===== src/hw/rtl/taylor_sin_cos_tan_unit_defines.svh =====
// ----------------------------------------------------------------------------
// Assertion macros for the sine, cosine and tangent unit
// Concurrent checks clocked on clk; compiled out when SYNTH is defined.
// ----------------------------------------------------------------------------
`ifndef TAYLOR_SIN_COS_TAN_UNIT_DEFINES_SVH
`define TAYLOR_SIN_COS_TAN_UNIT_DEFINES_SVH

`ifndef SYNTH
// check a property outside reset
`define TSCT_ASSERT(lbl, prop) \
  lbl: assert property (@(posedge clk) disable iff (rst) prop) \
    else $error("tsct assertion failed");
// check a property at every edge, reset included
`define TSCT_ASSERT_RST(lbl, prop) \
  lbl: assert property (@(posedge clk) prop) \
    else $error("tsct reset assertion failed");
`else
`define TSCT_ASSERT(lbl, prop)
`define TSCT_ASSERT_RST(lbl, prop)
`endif

`endif


===== src/hw/rtl/tsct_pkg.sv =====
`timescale 1ns / 1ps
// ----------------------------------------------------------------------------
// tsct_pkg
// Types and constants shared by the sine, cosine and tangent unit.
// ----------------------------------------------------------------------------
package tsct_pkg;

  // series length default
  localparam int unsigned TSCT_TERMS = 21;

  // field widths
  localparam int unsigned ANGLE_W = 32;
  localparam int unsigned VALUE_W = 48;
  localparam int unsigned X_W     = 27;   // reduced angle magnitude, Q.24
  localparam int unsigned M_W     = 48;   // term magnitude, Q.40
  localparam int unsigned P_W     = 52;   // product before the divide
  localparam int unsigned ACC_W   = 52;   // signed Q.40 partial sums

  // constant divide: four digits of 13 bits each
  localparam int unsigned DIG_STEPS = 4;
  localparam int unsigned DIG_W     = 13;
  localparam int unsigned REM_W     = 7;
  localparam int unsigned NUM_W     = REM_W + DIG_W;
  localparam int unsigned RCP_SH    = 27;

  // tangent divider: 15 integer steps and 32 fraction steps
  localparam int unsigned QBITS   = 47;
  localparam int unsigned TAN_INT = 15;

  // 2*pi in Q8.24 and its quotient range
  localparam logic [31:0] TWO_PI_Q24 = 32'd105414357;
  localparam int unsigned RED_STEPS  = 5;     // quotient is at most 20

  localparam logic [M_W-1:0] ONE_Q40 = M_W'(64'd1 << 40);

  // operation codes
  localparam logic [1:0] OP_SIN = 2'd0;
  localparam logic [1:0] OP_COS = 2'd1;
  localparam logic [1:0] OP_TAN = 2'd2;

  localparam logic signed [VALUE_W-1:0] TAN_MAX = {1'b0, {(VALUE_W-1){1'b1}}};
  localparam logic signed [VALUE_W-1:0] TAN_MIN = {1'b1, {(VALUE_W-1){1'b0}}};

  typedef struct packed {
    logic [1:0]         op;
    logic signed [31:0] angle;
  } tsct_in_t;

  typedef struct packed {
    logic signed [47:0] value;
    logic               domain_error;
  } tsct_out_t;

  // control beat through the series cells
  typedef struct packed {
    logic           valid;
    logic [1:0]     op;
    logic           xneg;
    logic [X_W-1:0] xm;
  } tsct_ctl_t;

  // beat through the tangent divider cells
  typedef struct packed {
    logic                valid;
    logic [1:0]          op;
    logic                neg;
    logic                sat;
    logic                czero;
    logic [VALUE_W-1:0]  rnd;
    logic [M_W-1:0]      cm;
    logic [M_W-1:0]      rem;
    logic [QBITS-1:0]    work;
  } tsct_div_t;

endpackage


===== src/hw/rtl/tsct_term_cell.sv =====
`timescale 1ns / 1ps
// ----------------------------------------------------------------------------
// tsct_term_cell
// One Taylor term: adds m_k into the sine or cosine sum, then forms
// m_{k+1} = floor(floor(m_k * x / 2^24) / (K+1)) over a multiply stage
// and four digit stages of a constant divide.
// ----------------------------------------------------------------------------
module tsct_term_cell import tsct_pkg::*; #(
  parameter int unsigned K = 0
) (
  input  logic                    clk,
  input  logic                    rst,
  input  logic                    adv,
  input  tsct_ctl_t               ctl_in,
  input  logic [M_W-1:0]          m_in,
  input  logic signed [ACC_W-1:0] sin_in,
  input  logic signed [ACC_W-1:0] cos_in,
  output tsct_ctl_t               ctl_out,
  output logic [M_W-1:0]          m_out,
  output logic signed [ACC_W-1:0] sin_out,
  output logic signed [ACC_W-1:0] cos_out
);

  localparam int unsigned Div     = K + 1;
  localparam logic [RCP_SH:0] Rcp = (RCP_SH+1)'(((64'd1 << RCP_SH) + Div - 1) / Div);
  localparam bit Odd     = (K % 2) == 1;
  localparam bit NegBase = Odd ? (((K - 1) / 2) % 2 == 1) : ((K / 2) % 2 == 1);

  tsct_ctl_t               ctl  [DIG_STEPS+1];
  logic signed [ACC_W-1:0] sins [DIG_STEPS+1];
  logic signed [ACC_W-1:0] coss [DIG_STEPS+1];
  logic [REM_W-1:0]        rems [DIG_STEPS+1];
  logic [P_W-1:0]          work [DIG_STEPS+1];

  logic signed [ACC_W-1:0] term;
  logic                    neg_t;
  logic signed [ACC_W-1:0] sin_next;
  logic signed [ACC_W-1:0] cos_next;
  logic [50:0]             prod_hi;
  logic [50:0]             prod_lo;
  logic [P_W-1:0]          prod;

  // signed term and sum update
  always_comb begin
    term  = signed'(ACC_W'(m_in));
    neg_t = Odd ? (NegBase ^ ctl_in.xneg) : NegBase;
    sin_next = sin_in;
    cos_next = cos_in;
    if (Odd) begin
      sin_next = neg_t ? sin_in - term : sin_in + term;
    end else begin
      cos_next = neg_t ? cos_in - term : cos_in + term;
    end
  end

  // split product m * x / 2^24
  assign prod_hi = 51'(m_in[M_W-1:24]) * 51'(ctl_in.xm);
  assign prod_lo = 51'(m_in[23:0]) * 51'(ctl_in.xm);
  assign prod    = P_W'(prod_hi) + P_W'(prod_lo[50:24]);

  // multiply stage
  always_ff @(posedge clk) begin
    if (rst) begin
      ctl[0].valid <= 1'b0;
    end else if (adv) begin
      ctl[0]  <= ctl_in;
      sins[0] <= sin_next;
      coss[0] <= cos_next;
      rems[0] <= '0;
      work[0] <= prod;
    end
  end

  // divide stages, one 13-bit digit each
  for (genvar s = 1; s <= DIG_STEPS; s++) begin : g_dig
    logic [NUM_W-1:0]  num;
    logic [47:0]       qprod;
    logic [DIG_W-1:0]  qd;
    logic [NUM_W-1:0]  back;

    assign num   = {rems[s-1], work[s-1][P_W-1 -: DIG_W]};
    assign qprod = 48'(num) * 48'(Rcp);
    assign qd    = qprod[RCP_SH +: DIG_W];
    assign back  = NUM_W'(qd) * NUM_W'(Div);

    always_ff @(posedge clk) begin
      if (rst) begin
        ctl[s].valid <= 1'b0;
      end else if (adv) begin
        ctl[s]  <= ctl[s-1];
        sins[s] <= sins[s-1];
        coss[s] <= coss[s-1];
        rems[s] <= REM_W'(num - back);
        work[s] <= {work[s-1][P_W-DIG_W-1:0], qd};
      end
    end
  end

  assign ctl_out = ctl[DIG_STEPS];
  assign sin_out = sins[DIG_STEPS];
  assign cos_out = coss[DIG_STEPS];
  assign m_out   = work[DIG_STEPS][M_W-1:0];

endmodule


===== config.mk =====
export PLATFORM = sky130hd
export DESIGN_NAME = tsct_term_cell
export DESIGN_NICKNAME = d
export VERILOG_FILES = /design/src/hw/rtl/taylor_sin_cos_tan_unit_defines.svh /design/src/hw/rtl/tsct_pkg.sv /design/src/hw/rtl/tsct_term_cell.sv
export SDC_FILE = /design/constraint.sdc
export NUM_CORES = 2
export LEC_CHECK = 0
export ABC_AREA = 1
export BUFFER_PORTS_ARGS = -buffer_cell sky130_fd_sc_hd__buf_4
export CAP_MARGIN = 20
export CORE_MARGIN = 1.5
export CORE_UTILIZATION = 33
export DETAILED_ROUTE_END_ITERATION = 10
export SKIP_CTS_REPAIR_TIMING = 1
export SYNTH_ARGS = -nofsm -noshare
export SYNTH_HDL_FRONTEND = slang
export SYNTH_SLANG_ARGS = --single-unit

===== constraint.sdc =====
create_clock -name clk -period 75.2 [get_ports clk]
set_input_delay 11.28 -clock clk [delete_from_list [all_inputs] [get_ports clk]]
set_output_delay 11.28 -clock clk [all_outputs]
set_load 0.01 [all_outputs]

==> metrics.md <==
| Metric | Value |
|---|---|
| # clock sinks | `915` |
| DR pass1 iterations | `7` |
| Largest net degree at the start of global routing | `183` |
| Post-Place Worst Slack | `53,010 ps` |
| Layout net count | `9,511` |
| R2R depth | `0` |
| Post-DR vias/cell | `4.71` |
| Commonest non-fill, non-tap cell in the layout | `inv_1` |
| DRC | `0` |
| Initial Utilization | `33.3%` |
| Syn Inst Count | `7,721` |
| Setup Crit Path Kind | `input pin to flip-flop` |
| Worst path slowest cell | `fa_1` |
| IO Pins | `369` |
| Grt total ovfl | `0` |
| Worst setup margin | `53,670 ps` |
| Synth Flop Type | `edfxtp_1` |
| Post-synth EDFFs | `915` |
| Fin. max-slew vios | `0` |
| R2R Path Start | `ctl[3][20]` |
| Worst min-delay path class | `flip-flop to flip-flop` |
| Worst setup SP type | `input pin` |
| Yosys reg bits | `915` |
| Number of library cell types mapped by synthesis | `45` |
| CP Capture Type | `flip-flop` |
| Die area | `235,000 sq um` |
| Hold_sp | `work[0][142]` |
| Min Tclk post-route | `21,530 ps` |
| 1st-iter DRT viols | `3,856` |
| Core Area | `231,000 sq um` |
| Status | `finished, final reports clean` |
| Post-detail-place hpwl | `163,000 microns` |
| Crit path max fanout | `49` |
| WHS Endpoint | `work[0][207]` |
| Period utilization | `28.6%` |
| Routability-driven placement congestion ratio | `0.933` |
| Vias in the first global route | `55,940` |
| Setup Skew | `43.6 ps` |
| Synthesized area | `76,700 sq um` |
| Syn avg cell area | `9.93 sq um` |
| H-tree depth | `3` |
| Slew HR | `26.3%` |
| Critical path's most frequent cell | `fa_1` |
| Final std cells w/o fill | `10,926` |
| TritonCTS clock tree | `yes` |
| Final ANT Viol Nets | `0` |
| WP data required | `75,660 ps` |
| First-pass GRT wire length | `328,000 microns` |
| Worst Tran Pin Value | `1100 ps` |
| Setup TNS Final | `0 ps` |
| Async SR Flop Fraction | `0%` |
| CP max stage delay | `620 ps` |
| Most frequent cells in the layout | `inv_1, nand2_1, fa_1` |
| Syn. warnings | `0` |
| Reg2reg end | `ctl[4][20]` |
| DIE WIDTH | `485 microns` |
| Worst-path clk slew | `60 ps` |
| Peak Freq | `0.0465 GHz` |
| Placed instance count | `10,751` |
| DR vias | `51,434` |
| Initial antenna violation count | `12` |
| Arrival @ worst endpoint | `21,990 ps` |
| Unrepaired setup endpoints after global routing | `no` |
| Final WL | `212,000 microns` |
| Skew-Pair Late Insertion Delay | `730 ps` |
| Total CTS buffers | `91` |
| Max_cap viols | `0` |
| Setup-failing EPs final | `0` |
| Final hold vios | `0` |
| Die Y | `485 microns` |
| Core Rows | `176` |
| Hold path cells | `0` |
| Clk root buf | `clkbuf_16` |
| Net Count, Synth | `9,413` |
| Reg2reg setup slack | `74,410 ps` |
| Total GRT Usage | `18.3%` |
| Max clock buf depth | `3` |
| Routed wire per std cell | `19.4 microns` |
| Sequential area share after synthesis | `35.8%` |
| Layout area overhead | `10.5%` |
| Port buffer count | `368` |
| Layout cells sized above 1 | `7.59%` |
-- cell type report --
type                    instances  area [sq um]
clock inverters                62           797
repair buffers                384          2930
fillers                     22748        146000
multi-input cells            4402         39800
well taps                    3026          3790
flip-flops and latches        915         27500
diodes                          8          20.0
clock buffers                 104          2330
inverters                    2025          7600
-- synth_stat cells (all sizes together), types with 64 or more instances --
library cell	count	area share (%)
clkbuf	211	1.0
nand2	1893	9.3
edfxtp	915	36
fa	1119	29
a21oi	195	1.3
inv	2025	9.9
ha	387	6.3
nor2	321	1.7
xor2	64	0.73
o21ai	123	0.82
buf	168	1.3
nand3	115	0.77
-- per-stage QoR --
step           area [sq um]  utilization [%]  hold WS [ps]
4_1_cts               84700             36.7           361
3_5_place_dp          81600             35.4           405
6_report              84700             36.7           378
5_1_grt               84700             36.7           381
2_1_floorplan         76700                -           400
3_3_place_gp          81500             35.4           400
-- registers in the layout (all words and copies together) (netlist names) --
| signal | flops |
|---|---|
| sins | 260 |
| coss | 260 |
| work | 240 |
| ctl | 155 |
-- worst max-delay path: cells and delay by family --
kind	cells	cell delay, ps
simple gates	9	1660
fa+ha+maj	13	6590
compound gates	4	1030
buf+inv	10	1080
xor+xnor	1	260
-- how the worst max path moves through the flow --
stage                     slack [ps]           to  depth (start not counted)  startpoint
final                          53670  work[0][22]                         37  ctl_in[23]
after global routing           53070  work[0][22]                         35  ctl_in[23]
after CTS                      53790  work[0][38]                         38  ctl_in[23]
after detailed placement       53010  work[0][38]                         38  ctl_in[23]
after global placement         53040  work[0][38]                         38  ctl_in[23]
after floorplan                20640   ctl[0][30]                          4         adv
-- cells by family (layout without fill, tap and decap cells) --
family          after synthesis  after routing  synth area share, %
other cells                   0              8                    0
flops                       915            915                 35.8
compound gates              395            395                 2.88
fa+ha+maj                  1506           1506                 35.5
xor+xnor                     81             81                0.925
simple gates               2420           2420                 12.5
buf+inv                    2404           2575                 12.3
-- layer usage --
| metal | wire [microns] | GRT usage [%] | vias to the layer above |
|---|---|---|---|
| met1 | 87600 | 23.1 | 26105 |
| met3 | 13300 | 2.91 | 437 |
| met4 | 10200 | 8.16 | 4 |
| li1 | - | - | 23107 |
| met5 | 25 | 0 | - |
| met2 | 101000 | 30.8 | 1781 |
Power is not shown: default switching activity piles up to over one toggle a cycle in this logic, so the estimate is an artifact.
