### src/hw/rtl/taylor_sin_cos_tan_unit_defines.svh
// ----------------------------------------------------------------------------
// Assertion macros for the sine, cosine and tangent unit
// Concurrent checks clocked on clk; compiled out when SYNTH is defined.
// ----------------------------------------------------------------------------
`ifndef TAYLOR_SIN_COS_TAN_UNIT_DEFINES_SVH
`define TAYLOR_SIN_COS_TAN_UNIT_DEFINES_SVH

`ifndef SYNTH
// check a property outside reset
`define TSCT_ASSERT(lbl, prop) \
  lbl: assert property (@(posedge clk) disable iff (rst) prop) \
    else $error("tsct assertion failed");
// check a property at every edge, reset included
`define TSCT_ASSERT_RST(lbl, prop) \
  lbl: assert property (@(posedge clk) prop) \
    else $error("tsct reset assertion failed");
`else
`define TSCT_ASSERT(lbl, prop)
`define TSCT_ASSERT_RST(lbl, prop)
`endif

`endif

### src/hw/rtl/tsct_pkg.sv
`timescale 1ns / 1ps
// ----------------------------------------------------------------------------
// tsct_pkg
// Types and constants shared by the sine, cosine and tangent unit.
// ----------------------------------------------------------------------------
package tsct_pkg;

  // series length default
  localparam int unsigned TSCT_TERMS = 21;

  // field widths
  localparam int unsigned ANGLE_W = 32;
  localparam int unsigned VALUE_W = 48;
  localparam int unsigned X_W     = 27;   // reduced angle magnitude, Q.24
  localparam int unsigned M_W     = 48;   // term magnitude, Q.40
  localparam int unsigned P_W     = 52;   // product before the divide
  localparam int unsigned ACC_W   = 52;   // signed Q.40 partial sums

  // constant divide: four digits of 13 bits each
  localparam int unsigned DIG_STEPS = 4;
  localparam int unsigned DIG_W     = 13;
  localparam int unsigned REM_W     = 7;
  localparam int unsigned NUM_W     = REM_W + DIG_W;
  localparam int unsigned RCP_SH    = 27;

  // tangent divider: 15 integer steps and 32 fraction steps
  localparam int unsigned QBITS   = 47;
  localparam int unsigned TAN_INT = 15;

  // 2*pi in Q8.24 and its quotient range
  localparam logic [31:0] TWO_PI_Q24 = 32'd105414357;
  localparam int unsigned RED_STEPS  = 5;     // quotient is at most 20

  localparam logic [M_W-1:0] ONE_Q40 = M_W'(64'd1 << 40);

  // operation codes
  localparam logic [1:0] OP_SIN = 2'd0;
  localparam logic [1:0] OP_COS = 2'd1;
  localparam logic [1:0] OP_TAN = 2'd2;

  localparam logic signed [VALUE_W-1:0] TAN_MAX = {1'b0, {(VALUE_W-1){1'b1}}};
  localparam logic signed [VALUE_W-1:0] TAN_MIN = {1'b1, {(VALUE_W-1){1'b0}}};

  typedef struct packed {
    logic [1:0]         op;
    logic signed [31:0] angle;
  } tsct_in_t;

  typedef struct packed {
    logic signed [47:0] value;
    logic               domain_error;
  } tsct_out_t;

  // control beat through the series cells
  typedef struct packed {
    logic           valid;
    logic [1:0]     op;
    logic           xneg;
    logic [X_W-1:0] xm;
  } tsct_ctl_t;

  // beat through the tangent divider cells
  typedef struct packed {
    logic                valid;
    logic [1:0]          op;
    logic                neg;
    logic                sat;
    logic                czero;
    logic [VALUE_W-1:0]  rnd;
    logic [M_W-1:0]      cm;
    logic [M_W-1:0]      rem;
    logic [QBITS-1:0]    work;
  } tsct_div_t;

endpackage

### src/hw/rtl/tsct_div_cell.sv
`timescale 1ns / 1ps
// ----------------------------------------------------------------------------
// tsct_div_cell
// One restoring step of the tangent divide: shift in the next dividend bit,
// subtract the cosine magnitude when it fits, shift the quotient bit in.
// ----------------------------------------------------------------------------
module tsct_div_cell import tsct_pkg::*; (
  input  logic      clk,
  input  logic      rst,
  input  logic      adv,
  input  tsct_div_t d_in,
  output tsct_div_t d_out
);

  logic [M_W:0] trial;
  logic         fits;
  logic [M_W:0] diff;
  tsct_div_t    d_next;

  assign trial = {d_in.rem, d_in.work[QBITS-1]};
  assign fits  = trial >= {1'b0, d_in.cm};
  assign diff  = trial - {1'b0, d_in.cm};

  // form the next remainder and quotient bits
  always_comb begin
    d_next      = d_in;
    d_next.rem  = fits ? diff[M_W-1:0] : trial[M_W-1:0];
    d_next.work = {d_in.work[QBITS-2:0], fits};
  end

  // advance one quotient bit
  always_ff @(posedge clk) begin
    if (rst) begin
      d_out.valid <= 1'b0;
    end else if (adv) begin
      d_out <= d_next;
    end
  end

endmodule

### config.mk
export PLATFORM = sky130hd
export DESIGN_NAME = tsct_div_cell
export DESIGN_NICKNAME = d
export VERILOG_FILES = /design/src/hw/rtl/taylor_sin_cos_tan_unit_defines.svh /design/src/hw/rtl/tsct_pkg.sv /design/src/hw/rtl/tsct_div_cell.sv
export SDC_FILE = /design/constraint.sdc
export NUM_CORES = 1
export LEC_CHECK = 0
export BUFFER_PORTS_ARGS = -buffer_cell sky130_fd_sc_hd__buf_4
export CAP_MARGIN = 0
export CORE_AREA = 2 2 152 154
export CTS_CLUSTER_SIZE = 40
export DETAILED_ROUTE_END_ITERATION = 7
export DIE_AREA = 0 0 154 156
export GPL_ROUTABILITY_DRIVEN = 0
export PLACE_DENSITY = 0.69
export RECOVER_POWER = 50
export SLEW_MARGIN = 30
export SYNTH_ARGS = -nofsm -noshare
export SYNTH_HDL_FRONTEND = slang
export SYNTH_SLANG_ARGS = --single-unit
### constraint.sdc
create_clock -name clk -period 12.4 [get_ports clk]
set_clock_uncertainty 0.05 [all_clocks]
set_input_delay 0 -clock clk [delete_from_list [all_inputs] [get_ports clk]]
set_output_delay 0 -clock clk [all_outputs]
set_load 0.01 [all_outputs]
==> results of run 1 <==
[power by group through the flow]
| stage | Combinational (mW) | Clock [mW] | Sequential [mW] |
|---|---|---|---|
| floorplan | 0.192 | 0 | 0.863 |
| global placement | 0.391 | 0 | 0.826 |
| detailed placement | 0.397 | 0 | 0.827 |
| CTS | 0.454 | 0.580 | 0.812 |
| global route | 0.457 | 0.603 | 0.817 |
| finish | 0.425 | 0.567 | 0.813 |
[worst max-delay path, cell delays in order]
cell           delay [ps]
dlygate4sd3_1         530
clkbuf_4              130
inv_1                  40
ha_1                  380
a21oi_1               250
o21bai_1              120
a221o_1               410
a221o_1               380
o21ai_2               160
a21o_1                150
a31o_4                740
mux2_2                410
[cell usage in the layout (no fill, tap or decap), drive strengths merged, types with 31 or more instances in the layout]
cell type,count
o21ai,31
a21oi,51
nand2,34
clkbuf,312
buf,105
mux2,44
nor2,35
dlygate4sd3,198
ha,48
inv,72
edfxtp,196
[path summary, 6_finish.rpt]
check             startpoint    endpoint  slack [ps]  depth (start not counted)
hold reg to reg   d_out[196]  d_out[196]        1060                          3
hold / removal      d_in[94]   d_out[92]          80                          4
setup / recovery   d_in[113]   d_out[71]        8770                         12
setup reg to reg  d_out[196]  d_out[196]       11170                          3
[metal layers]
metal / global-route usage / up-vias / share of wire
met3: 0.0725 / 84 / 0.070
met1: 0.328 / 4016 / 0.39
met5: 0 / - / 0.0016
li1: - / 3900 / -
met2: 0.468 / 385 / 0.49
met4: 0.146 / 8 / 0.052
[cell type report]
cell class,instances,area [um^2],share of cell area
Sequential cell,197,5910,0.398
Timing Repair Buffer,598,4370,0.295
Multi-Input combinational cell,442,3350,0.226
Clock buffer,17,425,0.0287
Tap cell,285,357,0.0240
Inverter,64,240,0.0162
Clock inverter,15,179,0.0121
Antenna cell,4,10.0,0.000675
[cell families after synthesis]
| family | after synthesis | share of synthesized area |
|---|---|---|
| flip-flops | 197 | 0.613 |
| AO/OA/AOI/OAI | 160 | 0.107 |
| AND/OR/NAND/NOR | 139 | 0.0714 |
| buffers and inverters | 86 | 0.0406 |
| multiplexers | 51 | 0.0645 |
| adder cells (fa/ha/maj) | 49 | 0.0644 |
| XOR/XNOR | 43 | 0.0391 |
[repair_timing]
| item | in CTS | in global routing |
|---|---|---|
| gates resized for setup | 0 | 0 |
| hold buffers | 198 | 0 |
| endpoints found under the hold margin | 209 | 0 |
==> summary.md, run 1 <==
| Metric | Value |
|---|---|
| Status | `completed` |
| Leakage | `between 6 and 7 nW` |
| Hold crit path type | `in2reg` |
| Top cells by count, synth | `edfxtp_1, inv_1, a21oi_1` |
| Share of the synthesized area in the top cell type | `0.611` |
| Total Neg Setup Slack | `0 ps` |
| Switching Share | `0.290` |
| Critical path class | `in2reg` |
| Worst Path Max Fanout | `48` |
| Post-DP HPWL | `between 20000 and 25000 um` |
| Num Clock Sinks | `197` |
| Power Density | `122 nW/um^2` |
| Net load switching power | `approximately 0.52 mW` |
| Vias in the first global route | `8506` |
| Synth area leader | `edfxtp_1` |
| PnR worst setup slack | `8770 ps` |
| Fin util | `0.663` |
| Clk buf depth | `2` |
| Largest net degree at the start of global routing | `82` |
| Comb pwr share | `0.235` |
| Port Buffers | `396` |
| Arr. time, crit path | `3760 ps` |
| Total power draw | `1.81 mW` |
| Syn Area/Cell | `13.3 um^2` |
| Biggest register | `d_out` |
| Top post-synthesis cells by area | `edfxtp_1, ha_1, mux2_2` |
| Vias per std cell | `~5.2` |
| Clock share of power | `0.314` |
| Most numerous cell in the Yosys netlist | `edfxtp_1` |
| #FFs+latches synth | `roughly 200` |
| Final nets | `~1600` |
| Starting density of the core | `0.431` |
| Worst Tran Pin Value | `912 ps` |
| IO Pins | `397` |
| Worst setup SP type | `input port` |
| Reg clk slew, reported paths | `80 ps` |
| Pre-CTS WS | `just under 9000 ps` |
| GRT Util Overall | `0.278` |
| Worst Path Required | `12540 ps` |
| DIE AREA | `24000 um^2` |
| Peak supply drop | `89.0 uV` |
| Post-route cell area | `14800 um^2` |
| Max_slew headroom | `0.392` |
| Residual DRC | `0` |
| Antenna Nets Post-Route | `0` |
| Vias | `8393` |
| Total core area | `22400 um^2` |
| Syn Inst Count | `725` |
| Placed cells | `1388` |
| Largest register FFs | `197` |
| YS warnings | `0` |
| Gr ovfl total | `0` |
| Wire per inst | `roughly 21 um` |
| Syn Nets | `974` |
| Initial antenna violation count | `8` |
| Number of DRC markers in iteration 0 | `between 400 and 500` |
| CTS Root Cell | `clkbuf_16` |
| Asr flop ratio synth | `0` |
| Final hold viol count | `0` |
| Filler cell count | `1801` |
| Post-route insts no fill | `1622` |
| Area Overhead vs Synth | `54.0%` |
| Post-synth cell types | `56` |
| H-tree depth | `4` |
| Main flop type after synthesis | `edfxtp_1` |
| Regs by FF count | `d_out (197)` |
| Max-cap violations | `0` |
| Post-synth EDFFs | `196` |
| CTS buffer count | `17` |
| Post-Syn Area | `9640 um^2` |
| Cell row count | `55` |
| Final Setup Violations | `0` |
| Tmin final | `3630 ps` |
| Final WL | `~34000 um` |
| First-pass iteration count of the detailed router | `5` |
| Sequential share of power | `0.450` |
| Max Transition Viols Final | `0` |
| Postcts setup bufs | `0` |
| Clk Latency, worst-skew pair | `440 ps` |
| P_int | `1.28 mW` |
| First-pass GRT wire length | `around 50000 um` |
| CTS tree | `built` |
| Period Utilization, post-route | `0.292` |
| Die height | `156 um` |
| Die width | `154 um` |
| Hold_ws | `83.3 ps` |
| CP Capture Type | `flip-flop` |
| Dpl cell area | `~13000 um^2` |
| RSZ-0062 raised after global routing | `no` |
| Share of layout cells above drive strength 1 | `0.238` |
| Max Fclk | `between 200 and 300 MHz` |
| Sequential area share after synthesis | `0.613` |
No activity file was read; power rests on OpenSTA's default activity.
==> inputs of run 2 (changes only) <==
--- a/config.mk
+++ b/config.mk
@@ -7,12 +7,12 @@
 export LEC_CHECK = 0
 export BUFFER_PORTS_ARGS = -buffer_cell sky130_fd_sc_hd__buf_4
 export CAP_MARGIN = 0
-export CORE_AREA = 2 2 152 154
+export CORE_AREA = 2 2 156 158
 export CTS_CLUSTER_SIZE = 40
 export DETAILED_ROUTE_END_ITERATION = 7
-export DIE_AREA = 0 0 154 156
+export DIE_AREA = 0 0 158 160
 export GPL_ROUTABILITY_DRIVEN = 0
-export PLACE_DENSITY = 0.69
+export PLACE_DENSITY = 0.68
 export RECOVER_POWER = 50
 export SLEW_MARGIN = 30
 export SYNTH_ARGS = -nofsm -noshare
==> constraint.sdc (replaced) <==
create_clock -name clk -period 3.2 [get_ports clk]
set_clock_uncertainty 0.05 [all_clocks]
set_input_delay 0 -clock clk [delete_from_list [all_inputs] [get_ports clk]]
set_output_delay 0 -clock clk [all_outputs]
set_load 0.01 [all_outputs]
==> run 2 against run 1 <==
Against the previous run:
- die area increased by 5.2%
- critical path depth rose by 1
- setup slack worse by 8700 ps
- clock power grew to 3.9 times the previous value
- count of clock-buffer cells in the layout unchanged
- hold slack got worse by 64 ps
- combinational power rose to 4.0 times the previous value
- cell area up 1.6%
- sequential power grew to 3.9 times the previous value
- critical path type unchanged
==> summary.md, run 2 (synthesis results as in run 1) <==
| Metric | Value |
|---|---|
| Status | `completed` |
| Clock share of power | `0.314` |
| Net load switching power | `2.06 mW` |
| Largest register FFs | `197` |
| Vias per std cell | `4.97` |
| Port Buffers | `396` |
| Max Fclk | `320 MHz` |
| Switching Share | `0.292` |
| Worst setup SP type | `input port` |
| Die height | `160 um` |
| Hold crit path type | `in2reg` |
| DIE AREA | `~25000 um^2` |
| Starting density of the core | `0.405` |
| Final Setup Violations | `0` |
| First-pass iteration count of the detailed router | `4` |
| RSZ-0062 raised after global routing | `yes` |
| IO Pins | `397` |
| Total core area | `23800 um^2` |
| First-pass GRT wire length | `50300 um` |
| Worst Path Required | `3340 ps` |
| Final hold viol count | `0` |
| Peak supply drop | `approximately 290 uV` |
| CTS Root Cell | `clkbuf_16` |
| Biggest register | `d_out` |
| Commonest cells after routing, fill and taps aside | `dlygate4sd3_1, edfxtp_1, clkbuf_1` |
| Die width | `approximately 160 um` |
| Power Density | `468 nW/um^2` |
| Worst Reg2Reg Path Length in Cells | `3` |
| Area Overhead vs Synth | `56.4%` |
| CTS buffer count | `17` |
| Max Transition Viols Final | `0` |
| Setup crit end | `d_out[87]` |
| Vias | `8322` |
| Pre-CTS WS | `70.3 ps` |
| CP max stage cell | `dlygate4sd3_1` |
| Tmin final | `3130 ps` |
| Max_slew headroom | `0.573` |
| Wire per inst | `20.4 um` |
| Placed cells | `1438` |
| Stages on worst setup path | `13` |
| Clk buf depth | `2` |
| Reg-to-reg slack, setup | `2000 ps` |
| Residual DRC | `0` |
| Reg clk slew, reported paths | `80 ps` |
| Crit-path leading delay family | `compound AO/OA/AOI/OAI gates` |
| Critical path class | `in2reg` |
| Final WL | `34200 um` |
| Final nets | `1579` |
| Post-route insts no fill | `1673` |
| Max-cap violations | `0` |
| Postcts setup bufs | `0` |
| Cell row count | `57` |
| Sequential share of power | `0.447` |
| Regs by FF count | `d_out (197)` |
| GRT Util Overall | `0.266` |
| Worst Tran Pin Value | `635 ps` |
| Num Clock Sinks | `197` |
| Number of DRC markers in iteration 0 | `532` |
| Reg-to-reg endpoint | `d_out[196]` |
| R2R Path Start | `d_out[196]` |
| Filler cell count | `between 1500 and 2000` |
| Register area | `5910 um^2` |
| Vias in the first global route | `8758` |
| Setup crit start | `d_in[95]` |
| CP peak stage delay | `550 ps` |
| Leakage | `6.17 nW` |
| Multi-input logic area | `3380 um^2` |
| Clk Latency, worst-skew pair | `440 ps` |
| Comb pwr share | `0.238` |
| Antenna Nets Post-Route | `0` |
| Largest net degree at the start of global routing | `77` |
| CP Buf/Inv Count | `2` |
| Post-DP HPWL | `23700 um` |
| Gr ovfl total | `0` |
| CTS tree | `built` |
| Worst Path Max Fanout | `3` |
| Period Utilization, post-route | `0.977` |
| Share of layout cells above drive strength 1 | `0.256` |
| CP Cell Sequence | `dlygate4sd3_1 > buf_4 > ha_1 > fa_1 > nand2b_1 > a211o_1 > a21oi_1 > o21ai_0 > and3_1 > o221a_2 > o21ai_0 > xor2_1 > mux2_4` |
| P_int | `~5 mW` |
| H-tree depth | `4` |
| Arr. time, crit path | `~3300 ps` |
| CP Capture Type | `flip-flop` |
| Most frequent CP cell | `o21ai_0` |
| Total power draw | `7.06 mW` |
| Commonest non-fill, non-tap cell in the layout | `dlygate4sd3_1` |
| PnR worst setup slack | `73.8 ps` |
| Initial antenna violation count | `6` |
run 2: timing repair:
action                                  4_1_cts  5_1_grt
hold buffers                                197        0
resized for setup                             0        7
endpoints found under the hold margin       204        0
endpoints found under the setup margin        0       26
run 2: power groups by stage:
| stage | clock [mW] | sequential, mW | combinational (mW) |
|---|---|---|---|
| 2_1_floorplan | 0 | 3.32 | 0.746 |
| 3_3_place_gp | 0 | 3.20 | 1.56 |
| 3_5_place_dp | 0 | 3.21 | 1.57 |
| 4_1_cts | 2.27 | 3.15 | 1.79 |
| 5_1_grt | 2.36 | 3.17 | 1.81 |
| 6_report | 2.22 | 3.16 | 1.68 |
run 2: layer usage:
layer | vias to the layer above | GRT usage | wire length, um
li1 | 3928 | - | -
met1 | 3993 | 0.312 | 13500
met2 | 330 | 0.466 | 17200
met3 | 71 | 0.0646 | 2070
met4 | 0 | 0.107 | 1430
met5 | - | 0 | 0
run 2: per-stage QoR:
| stage | instance area (um^2) | setup TNS, ps | hold slack [ps] | util |
|---|---|---|---|---|
| 2_1_floorplan | 9650 | -42960 | 22.4 | - |
| 3_3_place_gp | 13000 | 0 | 128 | 0.548 |
| 3_5_place_dp | 13000 | 0 | 129 | 0.548 |
| 4_1_cts | 15600 | 0 | 14.4 | 0.656 |
| 5_1_grt | 15100 | -216 | 24.2 | 0.633 |
| 6_report | 15100 | 0 | 19.7 | 0.633 |
run 2: how the worst min path moves through the flow:
stage,from,slack (ps),cells past startpoint,end
after global placement,d_in[177],130,1,d_out[177]
after global routing,d_in[47],20,3,d_out[48]
final,d_in[47],20,3,d_out[48]
after detailed placement,d_in[176],130,1,d_out[176]
after CTS,d_in[94],10,4,d_out[92]
after floorplan,rst,20,1,d_out[196]
run 2: layout make-up:
cell class | count | share of cell area
Timing Repair Buffer | 608 | 0.300
Tap cell | 324 | 0.0269
Clock inverter | 14 | 0.0120
Clock buffer | 17 | 0.0282
Multi-Input combinational cell | 442 | 0.224
Inverter | 64 | 0.0159
Antenna cell | 7 | 0.00116
Sequential cell | 197 | 0.392
run 2: worst reg2reg max path: cells and delay by family, from the launching register on:
family	cells	cell delay, ps
buffers and inverters	1	540
flip-flops	1	320
multiplexers	1	130
AND/OR/NAND/NOR	1	50
